==> config.mk <==
export PLATFORM = sky130hd
export DESIGN_NAME = wide_line_quad_expander
export DESIGN_NICKNAME = d
export VERILOG_FILES = /design/src/hdl/wlqe_pkg.sv /design/src/hdl/wlqe_hnorm.sv /design/src/hdl/wide_line_quad_expander.sv
export SDC_FILE = /design/constraint.sdc
export NUM_CORES = 2
export LEC_CHECK = 0
export BUFFER_PORTS_ARGS = -buffer_cell sky130_fd_sc_hd__buf_4
export CAP_MARGIN = 20
export CORE_ASPECT_RATIO = 1.4
export CORE_UTILIZATION = 35
export DETAILED_ROUTE_END_ITERATION = 8
export GPL_TIMING_DRIVEN = 0
export PLACE_DENSITY_LB_ADDON = 0.1
export SLEW_MARGIN = 20
export SYNTH_ARGS = -nofsm -noshare
export SYNTH_HDL_FRONTEND = slang
export SYNTH_SLANG_ARGS = --single-unit
==> constraint.sdc <==
create_clock -name clock -period 12.36 [get_ports clock]
set_input_delay 2.472 -clock clock [delete_from_list [all_inputs] [get_ports clock]]
set_output_delay 2.472 -clock clock [all_outputs]
set_load 0.01 [all_outputs]
==> src/hdl/wlqe_pkg.sv <==
// Shared types, constants and helpers for the wide line quad expander.
package wlqe_pkg;

   localparam int COORD_WIDTH     = 16;
   localparam int FRAC_BITS       = 4;
   localparam int MAG_BITS        = 20;
   localparam int DIFF_W          = COORD_WIDTH + 1;
   localparam int MAG_W           = (DIFF_W > MAG_BITS) ? DIFF_W : MAG_BITS;
   localparam int SQ_W            = 2 * MAG_BITS;
   localparam int SUM_W           = SQ_W + 1;
   localparam int ACC_W           = SQ_W + 2 * FRAC_BITS + 6;
   localparam int K_W             = FRAC_BITS + 2;
   localparam int KMAX            = (1 << FRAC_BITS) + 1;
   localparam int H_W             = K_W + 1;

   localparam int VCNT_W          = 17;
   localparam int ICNT_W          = 18;
   localparam int COUNT_W         = 16;
   localparam int COLOR_W         = 32;
   localparam int TEX_W           = 16;
   localparam int INDEX_W         = 16;
   localparam int VERTS_PER_SEG   = 4;
   localparam int IDX_PER_SEG     = 6;
   localparam int RESULTS_PER_SEG = VERTS_PER_SEG + IDX_PER_SEG;
   localparam int EMIT_W          = $clog2(RESULTS_PER_SEG);

   localparam int REQ_FIELDS_W    = 2 * COORD_WIDTH + COUNT_W + 1 + COLOR_W + 1;
   localparam int REQ_DATA_W      = ((REQ_FIELDS_W + 7) / 8) * 8;
   localparam int RSP_FIELDS_W    = 2 * COORD_WIDTH + 2 * TEX_W + COLOR_W + INDEX_W;
   localparam int RSP_DATA_W      = ((RSP_FIELDS_W + 7) / 8) * 8;

   localparam int CSR_INDEX_W     = 8;
   localparam int CSR_DATA_W      = 32;

   localparam logic [CSR_INDEX_W-1:0] CSR_VERTEX_LIMIT = 8'd0;
   localparam logic [CSR_INDEX_W-1:0] CSR_INDEX_LIMIT  = 8'd1;
   localparam logic [CSR_INDEX_W-1:0] CSR_TEXEL_U      = 8'd2;
   localparam logic [CSR_INDEX_W-1:0] CSR_TEXEL_V      = 8'd3;

   localparam logic [VCNT_W-1:0] VERTEX_LIMIT_RESET = 17'd65536;
   localparam logic [ICNT_W-1:0] INDEX_LIMIT_RESET  = 18'd196608;

   localparam logic KIND_VERTEX = 1'b0;
   localparam logic KIND_INDEX  = 1'b1;

   typedef enum logic [3:0] {
      ST_IDLE,
      ST_STEP,
      ST_CHECK,
      ST_SHIFT,
      ST_HX,
      ST_HX_WAIT,
      ST_HY,
      ST_HY_WAIT,
      ST_EMIT
   } seq_state_type;

   typedef enum logic [1:0] {
      HN_IDLE,
      HN_SQ_A,
      HN_SQ_B,
      HN_ITER
   } hn_state_type;

   typedef struct packed {
      logic busy;
      logic done;
   } hn_stat_type;

   // vertex offset within the quad for each index result (two triangles)
   function automatic logic [1:0] idx_offset(input logic [EMIT_W-1:0] slot);
      logic [1:0] off;
      off = 2'd0;
      case (slot)
         4'd5:    off = 2'd1;
         4'd6:    off = 2'd2;
         4'd8:    off = 2'd2;
         4'd9:    off = 2'd3;
         default: off = 2'd0;
      endcase
      return off;
   endfunction

endpackage

==> src/hdl/wlqe_hnorm.sv <==
// Iterative half unit normal component: largest k with (2k-1)^2 (a^2+b^2) <= a^2 4^F.
module wlqe_hnorm (
   input  logic                              clock,
   input  logic                              reset,
   input  logic                              start,
   input  logic [wlqe_pkg::MAG_BITS-1:0]     mag_a,
   input  logic [wlqe_pkg::MAG_BITS-1:0]     mag_b,
   output wlqe_pkg::hn_stat_type             stat,
   output logic [wlqe_pkg::K_W-1:0]          half_mag
);

   wlqe_pkg::hn_state_type state_ff, state_in;

   logic [wlqe_pkg::MAG_BITS-1:0] a_ff, b_ff;
   logic [wlqe_pkg::SQ_W-1:0]     aa_ff;
   logic [wlqe_pkg::ACC_W-1:0]    lhs_ff, acc_ff, step_ff, inc_ff;
   logic [wlqe_pkg::K_W-1:0]      k_ff, m_ff;
   logic                          done_ff, done_in;

   logic [wlqe_pkg::MAG_BITS-1:0] mul_op;
   logic [wlqe_pkg::SQ_W-1:0]     prod;
   logic [wlqe_pkg::SUM_W-1:0]    sum;
   logic                          hit;

   // one multiplier, used for a^2 and then b^2
   assign mul_op = (state_ff == wlqe_pkg::HN_SQ_A) ? a_ff : b_ff;
   assign prod   = wlqe_pkg::SQ_W'(mul_op) * wlqe_pkg::SQ_W'(mul_op);
   assign sum    = {1'b0, aa_ff} + {1'b0, prod};
   assign hit    = (lhs_ff >= acc_ff) && (k_ff <= wlqe_pkg::K_W'(wlqe_pkg::KMAX));

   always_comb begin
      state_in = state_ff;
      unique case (state_ff)
         wlqe_pkg::HN_IDLE: if (start) state_in = wlqe_pkg::HN_SQ_A;
         wlqe_pkg::HN_SQ_A: state_in = wlqe_pkg::HN_SQ_B;
         wlqe_pkg::HN_SQ_B: begin
            if (sum == '0) state_in = wlqe_pkg::HN_IDLE;
            else state_in = wlqe_pkg::HN_ITER;
         end
         wlqe_pkg::HN_ITER: if (!hit) state_in = wlqe_pkg::HN_IDLE;
         default: state_in = wlqe_pkg::HN_IDLE;
      endcase
   end

   always_comb begin
      done_in = 1'b0;
      unique case (state_ff)
         wlqe_pkg::HN_SQ_B: done_in = (sum == '0);
         wlqe_pkg::HN_ITER: done_in = !hit;
         default:           done_in = 1'b0;
      endcase
      stat.busy = (state_ff != wlqe_pkg::HN_IDLE);
      stat.done = done_ff;
      half_mag  = m_ff;
   end

   always_ff @(posedge clock) begin
      if (reset) begin
         state_ff <= wlqe_pkg::HN_IDLE;
         done_ff  <= 1'b0;
      end else begin
         state_ff <= state_in;
         done_ff  <= done_in;
      end
   end

   always_ff @(posedge clock) begin
      case (state_ff)
         wlqe_pkg::HN_IDLE: begin
            if (start) begin
               a_ff <= mag_a;
               b_ff <= mag_b;
            end
         end
         wlqe_pkg::HN_SQ_A: aa_ff <= prod;
         wlqe_pkg::HN_SQ_B: begin
            lhs_ff  <= wlqe_pkg::ACC_W'(aa_ff) << (2 * wlqe_pkg::FRAC_BITS);
            acc_ff  <= wlqe_pkg::ACC_W'(sum);
            step_ff <= wlqe_pkg::ACC_W'(sum) << 3;
            inc_ff  <= wlqe_pkg::ACC_W'(sum) << 3;
            k_ff    <= wlqe_pkg::K_W'(1);
            m_ff    <= '0;
         end
         wlqe_pkg::HN_ITER: begin
            // (2k+1)^2 - (2k-1)^2 = 8k, so the bound grows by a running step
            if (hit) begin
               m_ff    <= k_ff;
               acc_ff  <= acc_ff + step_ff;
               step_ff <= step_ff + inc_ff;
               k_ff    <= k_ff + wlqe_pkg::K_W'(1);
            end
         end
         default: ;
      endcase
   end

endmodule

==> src/hdl/wide_line_quad_expander.sv <==
// Polyline to quad expander: sequencer, counters, output register.
//
// Points arrive on req_* one transfer at a time; each segment between
// consecutive points (plus the closing one for closed polylines) yields
// four vertex results and then six index results on rsp_*, the last one
// of an input marked with rsp_tlast. rsp_tuser is 0 for a vertex, 1 for
// an index. csr_* writes the limits and the texel; it is always ready.
// For each segment the shared half-normal unit iterates once per
// candidate step for each of the two offset components, and the
// ten results leave through one output register, one per cycle while
// rsp_tready stays high. Differences wider than the unit's input are
// shifted right one bit per cycle first.
// req_tready is high only while no input is being worked on.
// A stalled receiver holds the sequencer until the output register empties.
// Reset restores the register defaults, clears the counters and the
// polyline state and empties the output register; no clearing pass.
module wide_line_quad_expander (
   input  logic                                   clock,
   input  logic                                   reset,
   input  logic                                   req_tvalid,
   output logic                                   req_tready,
   // pos_x, pos_y, point_count, closed, line_color, new_frame
   input  logic [wlqe_pkg::REQ_DATA_W-1:0]        req_tdata,
   output logic                                   rsp_tvalid,
   input  logic                                   rsp_tready,
   // vert_x, vert_y, tex_u, tex_v, vert_color, index_value
   output logic [wlqe_pkg::RSP_DATA_W-1:0]        rsp_tdata,
   // kind
   output logic                                   rsp_tuser,
   output logic                                   rsp_tlast,
   input  logic                                   csr_valid,
   output logic                                   csr_ready,
   input  logic [wlqe_pkg::CSR_INDEX_W-1:0]       csr_index,
   input  logic [wlqe_pkg::CSR_DATA_W-1:0]        csr_data
);

   localparam int CW  = wlqe_pkg::COORD_WIDTH;
   localparam int DW  = wlqe_pkg::DIFF_W;
   localparam int P_Y = CW;
   localparam int P_N = 2 * CW;
   localparam int P_C = P_N + wlqe_pkg::COUNT_W;
   localparam int P_L = P_C + 1;
   localparam int P_F = P_L + wlqe_pkg::COLOR_W;

   wlqe_pkg::seq_state_type state_ff, state_in;

   logic [wlqe_pkg::VCNT_W-1:0]  vertex_limit_ff;
   logic [wlqe_pkg::ICNT_W-1:0]  index_limit_ff;
   logic [wlqe_pkg::TEX_W-1:0]   texel_u_ff, texel_v_ff;

   logic signed [CW-1:0]         first_x_ff, first_y_ff, prev_x_ff, prev_y_ff;
   logic [wlqe_pkg::COUNT_W-1:0] points_seen_ff;
   logic                         dropping_ff;
   logic [wlqe_pkg::VCNT_W-1:0]  vertex_used_ff;
   logic [wlqe_pkg::ICNT_W-1:0]  index_used_ff;

   logic signed [CW-1:0]         it_x_ff, it_y_ff;
   logic [wlqe_pkg::COUNT_W-1:0] it_count_ff;
   logic                         it_closed_ff;
   logic [wlqe_pkg::COLOR_W-1:0] it_color_ff;

   logic signed [CW-1:0]         seg_ax_ff, seg_ay_ff, seg_bx_ff, seg_by_ff;
   logic [wlqe_pkg::MAG_W-1:0]   mag_x_ff, mag_y_ff;
   logic                         neg_x_ff, neg_y_ff;
   logic signed [wlqe_pkg::H_W-1:0] hx_ff, hy_ff;
   logic [wlqe_pkg::INDEX_W-1:0] base_ff;
   logic                         close_pend_ff, more_ff;
   logic [wlqe_pkg::EMIT_W-1:0]  emit_ff;

   logic                         rsp_valid_ff;
   logic [wlqe_pkg::RSP_DATA_W-1:0] rsp_data_ff;
   logic                         rsp_kind_ff, rsp_last_ff;

   // sequencer decisions
   logic                         accept, short_pt, first_pt, last_pt, fits, seg_ok, more;
   logic                         need_shift, slot_free, load_rsp, emit_last, hn_start;
   logic [wlqe_pkg::COUNT_W:0]   seen_next;
   logic [wlqe_pkg::COUNT_W:0]   seg_cnt;
   logic [19:0]                  need_v, need_i;
   logic signed [DW-1:0]         dx, dy;
   logic [DW-1:0]                abs_x, abs_y;

   wlqe_pkg::hn_stat_type        hn_stat;
   logic [wlqe_pkg::K_W-1:0]     hn_mag;
   logic [wlqe_pkg::MAG_BITS-1:0] hn_a, hn_b;
   logic signed [wlqe_pkg::H_W-1:0] h_signed;

   // result formatting
   logic signed [CW-1:0]         px, py, vx, vy;
   logic                         use_a, plus;
   logic [wlqe_pkg::INDEX_W-1:0] idx_val;
   logic [wlqe_pkg::RSP_DATA_W-1:0] rsp_data_in;

   function automatic logic signed [CW-1:0] sat_add(input logic signed [CW-1:0] p,
                                                    input logic signed [wlqe_pkg::H_W-1:0] h,
                                                    input logic sub);
      logic signed [DW-1:0] pe, he, s;
      pe = {p[CW-1], p};
      he = {{(DW - wlqe_pkg::H_W){h[wlqe_pkg::H_W-1]}}, h};
      s  = sub ? (pe - he) : (pe + he);
      if (s[DW-1] != s[DW-2]) begin
         return s[DW-1] ? {1'b1, {(CW - 1){1'b0}}} : {1'b0, {(CW - 1){1'b1}}};
      end
      return s[CW-1:0];
   endfunction

   assign accept    = req_tvalid && req_tready;
   assign csr_ready = 1'b1;

   assign short_pt  = (it_count_ff < wlqe_pkg::COUNT_W'(2));
   assign first_pt  = (points_seen_ff == '0);
   assign seen_next = {1'b0, points_seen_ff} + 17'd1;
   assign last_pt   = (seen_next >= {1'b0, it_count_ff});

   assign seg_cnt = it_closed_ff ? {1'b0, it_count_ff} : ({1'b0, it_count_ff} - 17'd1);
   assign need_v  = 20'(vertex_used_ff) + 20'({seg_cnt, 2'b00});
   assign need_i  = 20'(index_used_ff) + 20'({seg_cnt, 2'b00}) + 20'({seg_cnt, 1'b0});
   assign fits    = (need_v <= 20'(vertex_limit_ff)) && (need_i <= 20'(index_limit_ff));

   assign seg_ok = (20'(vertex_used_ff) + 20'(wlqe_pkg::VERTS_PER_SEG) <= 20'(vertex_limit_ff))
                && (20'(index_used_ff) + 20'(wlqe_pkg::IDX_PER_SEG) <= 20'(index_limit_ff));
   assign more   = close_pend_ff
                && (20'(vertex_used_ff) + 20'(2 * wlqe_pkg::VERTS_PER_SEG)
                    <= 20'(vertex_limit_ff))
                && (20'(index_used_ff) + 20'(2 * wlqe_pkg::IDX_PER_SEG)
                    <= 20'(index_limit_ff));

   assign dx    = {seg_bx_ff[CW-1], seg_bx_ff} - {seg_ax_ff[CW-1], seg_ax_ff};
   assign dy    = {seg_by_ff[CW-1], seg_by_ff} - {seg_ay_ff[CW-1], seg_ay_ff};
   assign abs_x = dx[DW-1] ? DW'(-dx) : DW'(dx);
   assign abs_y = dy[DW-1] ? DW'(-dy) : DW'(dy);

   assign need_shift = ((mag_x_ff >> wlqe_pkg::MAG_BITS) != '0)
                    || ((mag_y_ff >> wlqe_pkg::MAG_BITS) != '0);

   assign slot_free = !rsp_valid_ff || rsp_tready;
   assign emit_last = (emit_ff == wlqe_pkg::EMIT_W'(wlqe_pkg::RESULTS_PER_SEG - 1));

   assign hn_a = (state_ff == wlqe_pkg::ST_HY) ? mag_y_ff[wlqe_pkg::MAG_BITS-1:0]
                                               : mag_x_ff[wlqe_pkg::MAG_BITS-1:0];
   assign hn_b = (state_ff == wlqe_pkg::ST_HY) ? mag_x_ff[wlqe_pkg::MAG_BITS-1:0]
                                               : mag_y_ff[wlqe_pkg::MAG_BITS-1:0];
   assign h_signed = {1'b0, hn_mag};

   wlqe_hnorm u_hnorm (
      .clock    (clock),
      .reset    (reset),
      .start    (hn_start),
      .mag_a    (hn_a),
      .mag_b    (hn_b),
      .stat     (hn_stat),
      .half_mag (hn_mag)
   );

   // next state
   always_comb begin
      state_in = state_ff;
      unique case (state_ff)
         wlqe_pkg::ST_IDLE: if (accept) state_in = wlqe_pkg::ST_STEP;
         wlqe_pkg::ST_STEP: begin
            if (short_pt || first_pt || dropping_ff) state_in = wlqe_pkg::ST_IDLE;
            else state_in = wlqe_pkg::ST_CHECK;
         end
         wlqe_pkg::ST_CHECK: begin
            if (seg_ok) state_in = wlqe_pkg::ST_SHIFT;
            else state_in = wlqe_pkg::ST_IDLE;
         end
         wlqe_pkg::ST_SHIFT: if (!need_shift) state_in = wlqe_pkg::ST_HX;
         wlqe_pkg::ST_HX: state_in = wlqe_pkg::ST_HX_WAIT;
         wlqe_pkg::ST_HX_WAIT: if (hn_stat.done) state_in = wlqe_pkg::ST_HY;
         wlqe_pkg::ST_HY: state_in = wlqe_pkg::ST_HY_WAIT;
         wlqe_pkg::ST_HY_WAIT: if (hn_stat.done) state_in = wlqe_pkg::ST_EMIT;
         wlqe_pkg::ST_EMIT: begin
            if (slot_free && emit_last) begin
               if (close_pend_ff) state_in = wlqe_pkg::ST_CHECK;
               else state_in = wlqe_pkg::ST_IDLE;
            end
         end
         default: state_in = wlqe_pkg::ST_IDLE;
      endcase
   end

   // control outputs
   always_comb begin
      req_tready = 1'b0;
      hn_start   = 1'b0;
      load_rsp   = 1'b0;
      unique case (state_ff)
         wlqe_pkg::ST_IDLE: req_tready = 1'b1;
         wlqe_pkg::ST_HX:   hn_start   = 1'b1;
         wlqe_pkg::ST_HY:   hn_start   = 1'b1;
         wlqe_pkg::ST_EMIT: load_rsp   = slot_free;
         default: ;
      endcase
   end

   always_ff @(posedge clock) begin
      if (reset) state_ff <= wlqe_pkg::ST_IDLE;
      else state_ff <= state_in;
   end

   // configuration
   always_ff @(posedge clock) begin
      if (reset) begin
         vertex_limit_ff <= wlqe_pkg::VERTEX_LIMIT_RESET;
         index_limit_ff  <= wlqe_pkg::INDEX_LIMIT_RESET;
         texel_u_ff      <= '0;
         texel_v_ff      <= '0;
      end else if (csr_valid && csr_ready) begin
         unique case (csr_index)
            wlqe_pkg::CSR_VERTEX_LIMIT: vertex_limit_ff <= csr_data[wlqe_pkg::VCNT_W-1:0];
            wlqe_pkg::CSR_INDEX_LIMIT:  index_limit_ff  <= csr_data[wlqe_pkg::ICNT_W-1:0];
            wlqe_pkg::CSR_TEXEL_U:      texel_u_ff      <= csr_data[wlqe_pkg::TEX_W-1:0];
            wlqe_pkg::CSR_TEXEL_V:      texel_v_ff      <= csr_data[wlqe_pkg::TEX_W-1:0];
            default: ;
         endcase
      end
   end

   // polyline state and frame counters
   always_ff @(posedge clock) begin
      if (reset) begin
         first_x_ff     <= '0;
         first_y_ff     <= '0;
         prev_x_ff      <= '0;
         prev_y_ff      <= '0;
         points_seen_ff <= '0;
         dropping_ff    <= 1'b0;
         vertex_used_ff <= '0;
         index_used_ff  <= '0;
         close_pend_ff  <= 1'b0;
         more_ff        <= 1'b0;
      end else begin
         case (state_ff)
            wlqe_pkg::ST_IDLE: begin
               if (accept && req_tdata[P_F]) begin
                  vertex_used_ff <= '0;
                  index_used_ff  <= '0;
               end
            end
            wlqe_pkg::ST_STEP: begin
               prev_x_ff <= it_x_ff;
               prev_y_ff <= it_y_ff;
               if (short_pt) begin
                  points_seen_ff <= '0;
                  dropping_ff    <= 1'b0;
               end else if (first_pt) begin
                  first_x_ff     <= it_x_ff;
                  first_y_ff     <= it_y_ff;
                  dropping_ff    <= !fits;
                  points_seen_ff <= wlqe_pkg::COUNT_W'(1);
               end else begin
                  points_seen_ff <= last_pt ? '0 : seen_next[wlqe_pkg::COUNT_W-1:0];
                  close_pend_ff  <= last_pt && it_closed_ff;
               end
            end
            wlqe_pkg::ST_CHECK: begin
               more_ff <= more;
               if (seg_ok) begin
                  vertex_used_ff <= vertex_used_ff + wlqe_pkg::VCNT_W'(wlqe_pkg::VERTS_PER_SEG);
                  index_used_ff  <= index_used_ff + wlqe_pkg::ICNT_W'(wlqe_pkg::IDX_PER_SEG);
               end else begin
                  dropping_ff   <= 1'b1;
                  close_pend_ff <= 1'b0;
               end
            end
            wlqe_pkg::ST_EMIT: begin
               if (slot_free && emit_last) close_pend_ff <= 1'b0;
            end
            default: ;
         endcase
      end
   end

   // item and segment datapath
   always_ff @(posedge clock) begin
      case (state_ff)
         wlqe_pkg::ST_IDLE: begin
            if (accept) begin
               it_x_ff      <= req_tdata[P_Y-1:0];
               it_y_ff      <= req_tdata[P_N-1:P_Y];
               it_count_ff  <= req_tdata[P_C-1:P_N];
               it_closed_ff <= req_tdata[P_C];
               it_color_ff  <= req_tdata[P_F-1:P_L];
            end
         end
         wlqe_pkg::ST_STEP: begin
            seg_ax_ff <= prev_x_ff;
            seg_ay_ff <= prev_y_ff;
            seg_bx_ff <= it_x_ff;
            seg_by_ff <= it_y_ff;
         end
         wlqe_pkg::ST_CHECK: begin
            base_ff  <= vertex_used_ff[wlqe_pkg::INDEX_W-1:0];
            mag_x_ff <= wlqe_pkg::MAG_W'(abs_x);
            mag_y_ff <= wlqe_pkg::MAG_W'(abs_y);
            neg_x_ff <= dx[DW-1];
            neg_y_ff <= dy[DW-1];
            emit_ff  <= '0;
         end
         wlqe_pkg::ST_SHIFT: begin
            if (need_shift) begin
               mag_x_ff <= mag_x_ff >> 1;
               mag_y_ff <= mag_y_ff >> 1;
            end
         end
         wlqe_pkg::ST_HX_WAIT: begin
            if (hn_stat.done) hx_ff <= neg_x_ff ? -h_signed : h_signed;
         end
         wlqe_pkg::ST_HY_WAIT: begin
            if (hn_stat.done) hy_ff <= neg_y_ff ? -h_signed : h_signed;
         end
         wlqe_pkg::ST_EMIT: begin
            if (slot_free) begin
               emit_ff <= emit_ff + wlqe_pkg::EMIT_W'(1);
               if (emit_last) begin
                  // closing segment runs from the last point back to the first
                  seg_ax_ff <= it_x_ff;
                  seg_ay_ff <= it_y_ff;
                  seg_bx_ff <= first_x_ff;
                  seg_by_ff <= first_y_ff;
               end
            end
         end
         default: ;
      endcase
   end

   // quad corners: a+n, b+n, b-n, a-n with n = (hy, -hx)
   always_comb begin
      use_a   = (emit_ff == '0) || (emit_ff == wlqe_pkg::EMIT_W'(3));
      plus    = (emit_ff < wlqe_pkg::EMIT_W'(2));
      px      = use_a ? seg_ax_ff : seg_bx_ff;
      py      = use_a ? seg_ay_ff : seg_by_ff;
      vx      = sat_add(px, hy_ff, !plus);
      vy      = sat_add(py, hx_ff, plus);
      idx_val = base_ff + wlqe_pkg::INDEX_W'(wlqe_pkg::idx_offset(emit_ff));
      if (emit_ff < wlqe_pkg::EMIT_W'(wlqe_pkg::VERTS_PER_SEG)) begin
         rsp_data_in = wlqe_pkg::RSP_DATA_W'({it_color_ff, texel_v_ff, texel_u_ff, vy, vx});
      end else begin
         rsp_data_in = wlqe_pkg::RSP_DATA_W'(idx_val)
                       << (2 * CW + 2 * wlqe_pkg::TEX_W + wlqe_pkg::COLOR_W);
      end
   end

   always_ff @(posedge clock) begin
      if (reset) begin
         rsp_valid_ff <= 1'b0;
      end else if (load_rsp) begin
         rsp_valid_ff <= 1'b1;
      end else if (rsp_tready) begin
         rsp_valid_ff <= 1'b0;
      end
   end

   always_ff @(posedge clock) begin
      if (load_rsp) begin
         rsp_data_ff <= rsp_data_in;
         rsp_kind_ff <= (emit_ff < wlqe_pkg::EMIT_W'(wlqe_pkg::VERTS_PER_SEG))
                        ? wlqe_pkg::KIND_VERTEX : wlqe_pkg::KIND_INDEX;
         rsp_last_ff <= emit_last && !more_ff;
      end
   end

   assign rsp_tvalid = rsp_valid_ff;
   assign rsp_tdata  = rsp_data_ff;
   assign rsp_tuser  = rsp_kind_ff;
   assign rsp_tlast  = rsp_last_ff;

`ifndef NO_ASSERTIONS
   a_idle_unit: assert property (@(posedge clock) disable iff (reset)
      req_tready |-> !hn_stat.busy)
      else $error("point accepted while normal unit busy");

   a_last_index: assert property (@(posedge clock) disable iff (reset)
      (rsp_tvalid && rsp_tlast) |-> (rsp_tuser == wlqe_pkg::KIND_INDEX))
      else $error("final result of a point is not an index");

   a_index_clean: assert property (@(posedge clock) disable iff (reset)
      (rsp_tvalid && rsp_tuser == wlqe_pkg::KIND_INDEX)
      |-> (rsp_tdata[2 * CW + 2 * wlqe_pkg::TEX_W + wlqe_pkg::COLOR_W - 1:0] == '0))
      else $error("index result carries vertex data");

   a_one_item: assert property (@(posedge clock) disable iff (reset)
      (req_tvalid && req_tready) |=> !req_tready)
      else $error("second point taken before the first was processed");
`endif

endmodule
==> flow_summary.yaml <==
run_status:
  status: "completed"
yosys:
  synth-seq-cells: 775
  synthCells: 5539
  synth_largest_area_cell: "edfxtp_1"
  synth_fp_nets: 6420
  yosysMostFrequentCell: "nand2_1"
  ys_seq_area_share_pct: 39.1
  netlist_area_mm2: 0.0546
  yosysUniqueCellTypes: 88
  netlist_top_cells_count: "nand2_1, edfxtp_1, inv_1, ha_1, nor2_1"
  synth_ff_type: "edfxtp_1"
  synthTopCellsByArea: "edfxtp_1, ha_1, fa_1, dfxtp_1, nand2_1"
  synth_warnings: 0
  synthArstFlopShare_pct: 0
  avgSynthCellArea_um2: 9.86
  synth-edff-count: 585
  synth_top_area_share_pct: 32.2
clocking:
  clk_pin_slew_ns: 0.07
  clock-sinks: 775
  cts_setup_buffers: 0
  cts-root-buf: "clkbuf_16"
  htreeDepth: 3
  clk_latency_ns: 0.73
  cts_tree: "yes"
  clk_path_buf_depth: 3
  cts_buffers: 87
drt:
  via_per_inst: 5.07
  first_pass_iters: 5
  drcViolationCount: 0
  wl_per_cell_um: 20.7
  drt-total-wl_um: 166000
  vias: 40700
  drtIter0Drc: 2062
  final_antenna_net_count: 0
worst_setup_path:
  cp.required_ns: 12.94
  cp.arrival_ns: 12.18
  cp-start-kind: "flip-flop"
  cp_max_fo: 10
  endpoint_kind: "flip-flop"
  max_stage_delay_ns: 0.57
  critPathKind: "flip-flop to flip-flop"
  critPathSlowestCell: "or4b_1"
  worst_path_most_repeated_cell: "fa_1"
power:
  ir_drop_mv: 0.267
  leakage_nw: 26.5
  p_per_area_mw_per_mm2: 191
floorplanning:
  die_w_um: 336
  io_pins: 250
  die_h_um: 469
  die-area_mm2: 0.158
  design.core.area_mm2: 0.155
  num_rows: 171
  initial_core_util_pct: 35.3
sta:
  fmax_mhz: 86.2
  rsz0062_at_grt: "false"
  skew_ns: 0.0653
  hold_viol: 0
  worst_slew_pin_slew_ns: 1.04
  hold_ws_ns: 0.451
  slew_headroom_pct: 30.6
  final.min_clock_period_ns: 11.60
  drv_slew: 0
  finalSetupViolations: 0
  fin_crit_sh_pct: 93.8
  setup_tns_ns: 0
final_layout:
  final_util_pct: 40.3
  ff_latch_area_mm2: 0.0214
  area_delta_synth_final_pct: 14.4
  nFillCells: 15500
  nNetsFinal: 6759
  layout-drive-gt1-share_pct: 8.84
  multi_input_area_mm2: 0.0306
worst_hold_path:
  hold_class: "flip-flop to flip-flop"
grt:
  grt_usage_pct: 20.9
  grt_max_degree: 49
  antenna_found_initial: 6
  grt_pass1_vias: 41300
  gr-total-overflow: 0
  grt_pass1_wl_um: 250000
place:
  gp_congestion: 0.865
  dp_hpwl_um: 134000
  io_buffer_count: 228
run:
  maxCapViolations: 0
-- cells in the final DEF, fill, tap and decap left out, types with 15 or more instances in the layout --
master     count
o21ai_0      227
dfxtp_1      190
a21oi_1      356
a21o_1       145
or4_1         15
a21boi_0      23
edfxtp_1     585
and4_1        16
a32oi_1       17
xnor2_1      229
nor3_1        74
nor2_1       408
mux2i_1       77
xor2_1       119
o211ai_1      30
nand2_1      615
inv_1        570
and3_1        45
and2_1        96
o21bai_1      38
o21a_1        45
fa_1         218
nand3_1      108
a31oi_1       46
nor4_1        23
nand4_1       61
ha_1         530
clkbuf_1     162
nor2b_1       44
or3_1         36
o31ai_1       25
buf_4        232
clkbuf_16     90
nand2b_1      71
a211oi_1      26
mux2_2        77
-- report_power, final --
part / switching [mW] / internal [mW] / leakage [nW]
combinational: 3.83 / 1.94 / 18.2
sequential: 0.0630 / 3.39 / 6.87
clock: 1.17 / 1.54 / 1.43
total: 5.07 / 6.88 / 26.5
-- final timing paths --
path	start	endpoint	slack [ns]	depth (start not counted)
max	u_hnorm.state_ff[1]	u_hnorm.done_ff	0.76	38
min	u_hnorm.aa_ff[8]	u_hnorm.lhs_ff[16]	0.45	0
max reg2reg	u_hnorm.state_ff[1]	u_hnorm.done_ff	0.76	38
min reg2reg	u_hnorm.aa_ff[8]	u_hnorm.lhs_ff[16]	0.45	0
-- cell families (layout without fill, tap and decap cells) --
family	Yosys count	in the layout	synth area share, %
AOI/OAI and AO/OA	1098	1098	12.7
xor gates and xnor gates	348	348	5.58
adders and majority gates	748	748	20.1
buffers and inverters	743	1153	5.16
DFF	775	775	39.1
muxes	159	159	3.09
other	2	4	0.0138
and+or+nand+nor	1666	1666	14.2
-- layer usage --
metal | wire length [um] | vias to the layer above | track usage, % | part of all wire, %
met1 | 66400 | 19700 | 24.1 | 40
met4 | 5310 | 0 | 7.12 | 3.2
met2 | 89700 | 668 | 39.8 | 54
met5 | 0 | - | 0 | 0
li1 | - | 20100 | - | -
met3 | 4450 | 203 | 1.92 | 2.7
-- per-stage QoR --
| stage | cells | power [mW] | worst slack (ns) | area (um2) |
|---|---|---|---|---|
| 2_1_floorplan | 5539 | 7.27 | 2.02 | 54600 |
| 3_3_place_gp | 7843 | 9.33 | -0.536 | 58900 |
| 3_5_place_dp | 7866 | 9.37 | -0.411 | 59500 |
| 4_1_cts | 8026 | 12.2 | 0.123 | 62400 |
| 5_1_grt | 8026 | 12.7 | 0.0821 | 62500 |
| 6_report | 8027 | 11.9 | 0.763 | 62500 |
-- registers in the layout (all words and copies together) (netlist names), 18 cells and up --
name,flops
rsp_tdata,112
u_hnorm.acc_ff,54
u_hnorm.step_ff,51
u_hnorm.inc_ff,37
u_hnorm.aa_ff,35
u_hnorm.lhs_ff,35
it_color_ff,32
index_limit_ff,18
-- worst max-delay path, delay by kind of cell (launching register included) --
kind,cells,cell delay (ns)
xor gates and xnor gates,2,0.40
and+or+nand+nor,9,2.36
DFF,1,0.35
muxes,1,0.43
AOI/OAI and AO/OA,9,1.92
adders and majority gates,9,4.22
buffers and inverters,8,1.76
-- layout make-up --
| type | instances | share of cell area, % |
|---|---|---|
| inverter | 577 | 3.47 |
| sequential | 775 | 34.2 |
| antenna | 2 | 0.00801 |
| multi-input combinational | 4021 | 48.9 |
| clock inverter | 47 | 0.905 |
| buffer | 165 | 1.05 |
| tap | 2076 | 4.16 |
| timing repair buffer | 251 | 3.45 |
| clock buffer | 113 | 3.85 |
-- repair_timing --
action / in CTS / in global routing
hold buffers: 0 / 0
pin swaps: 0 / 0
gates resized for setup: 4 / 11
setup endpoints to repair: 13 / 8
gates cloned: 0 / 0
Power figures use the tool's default switching activity.
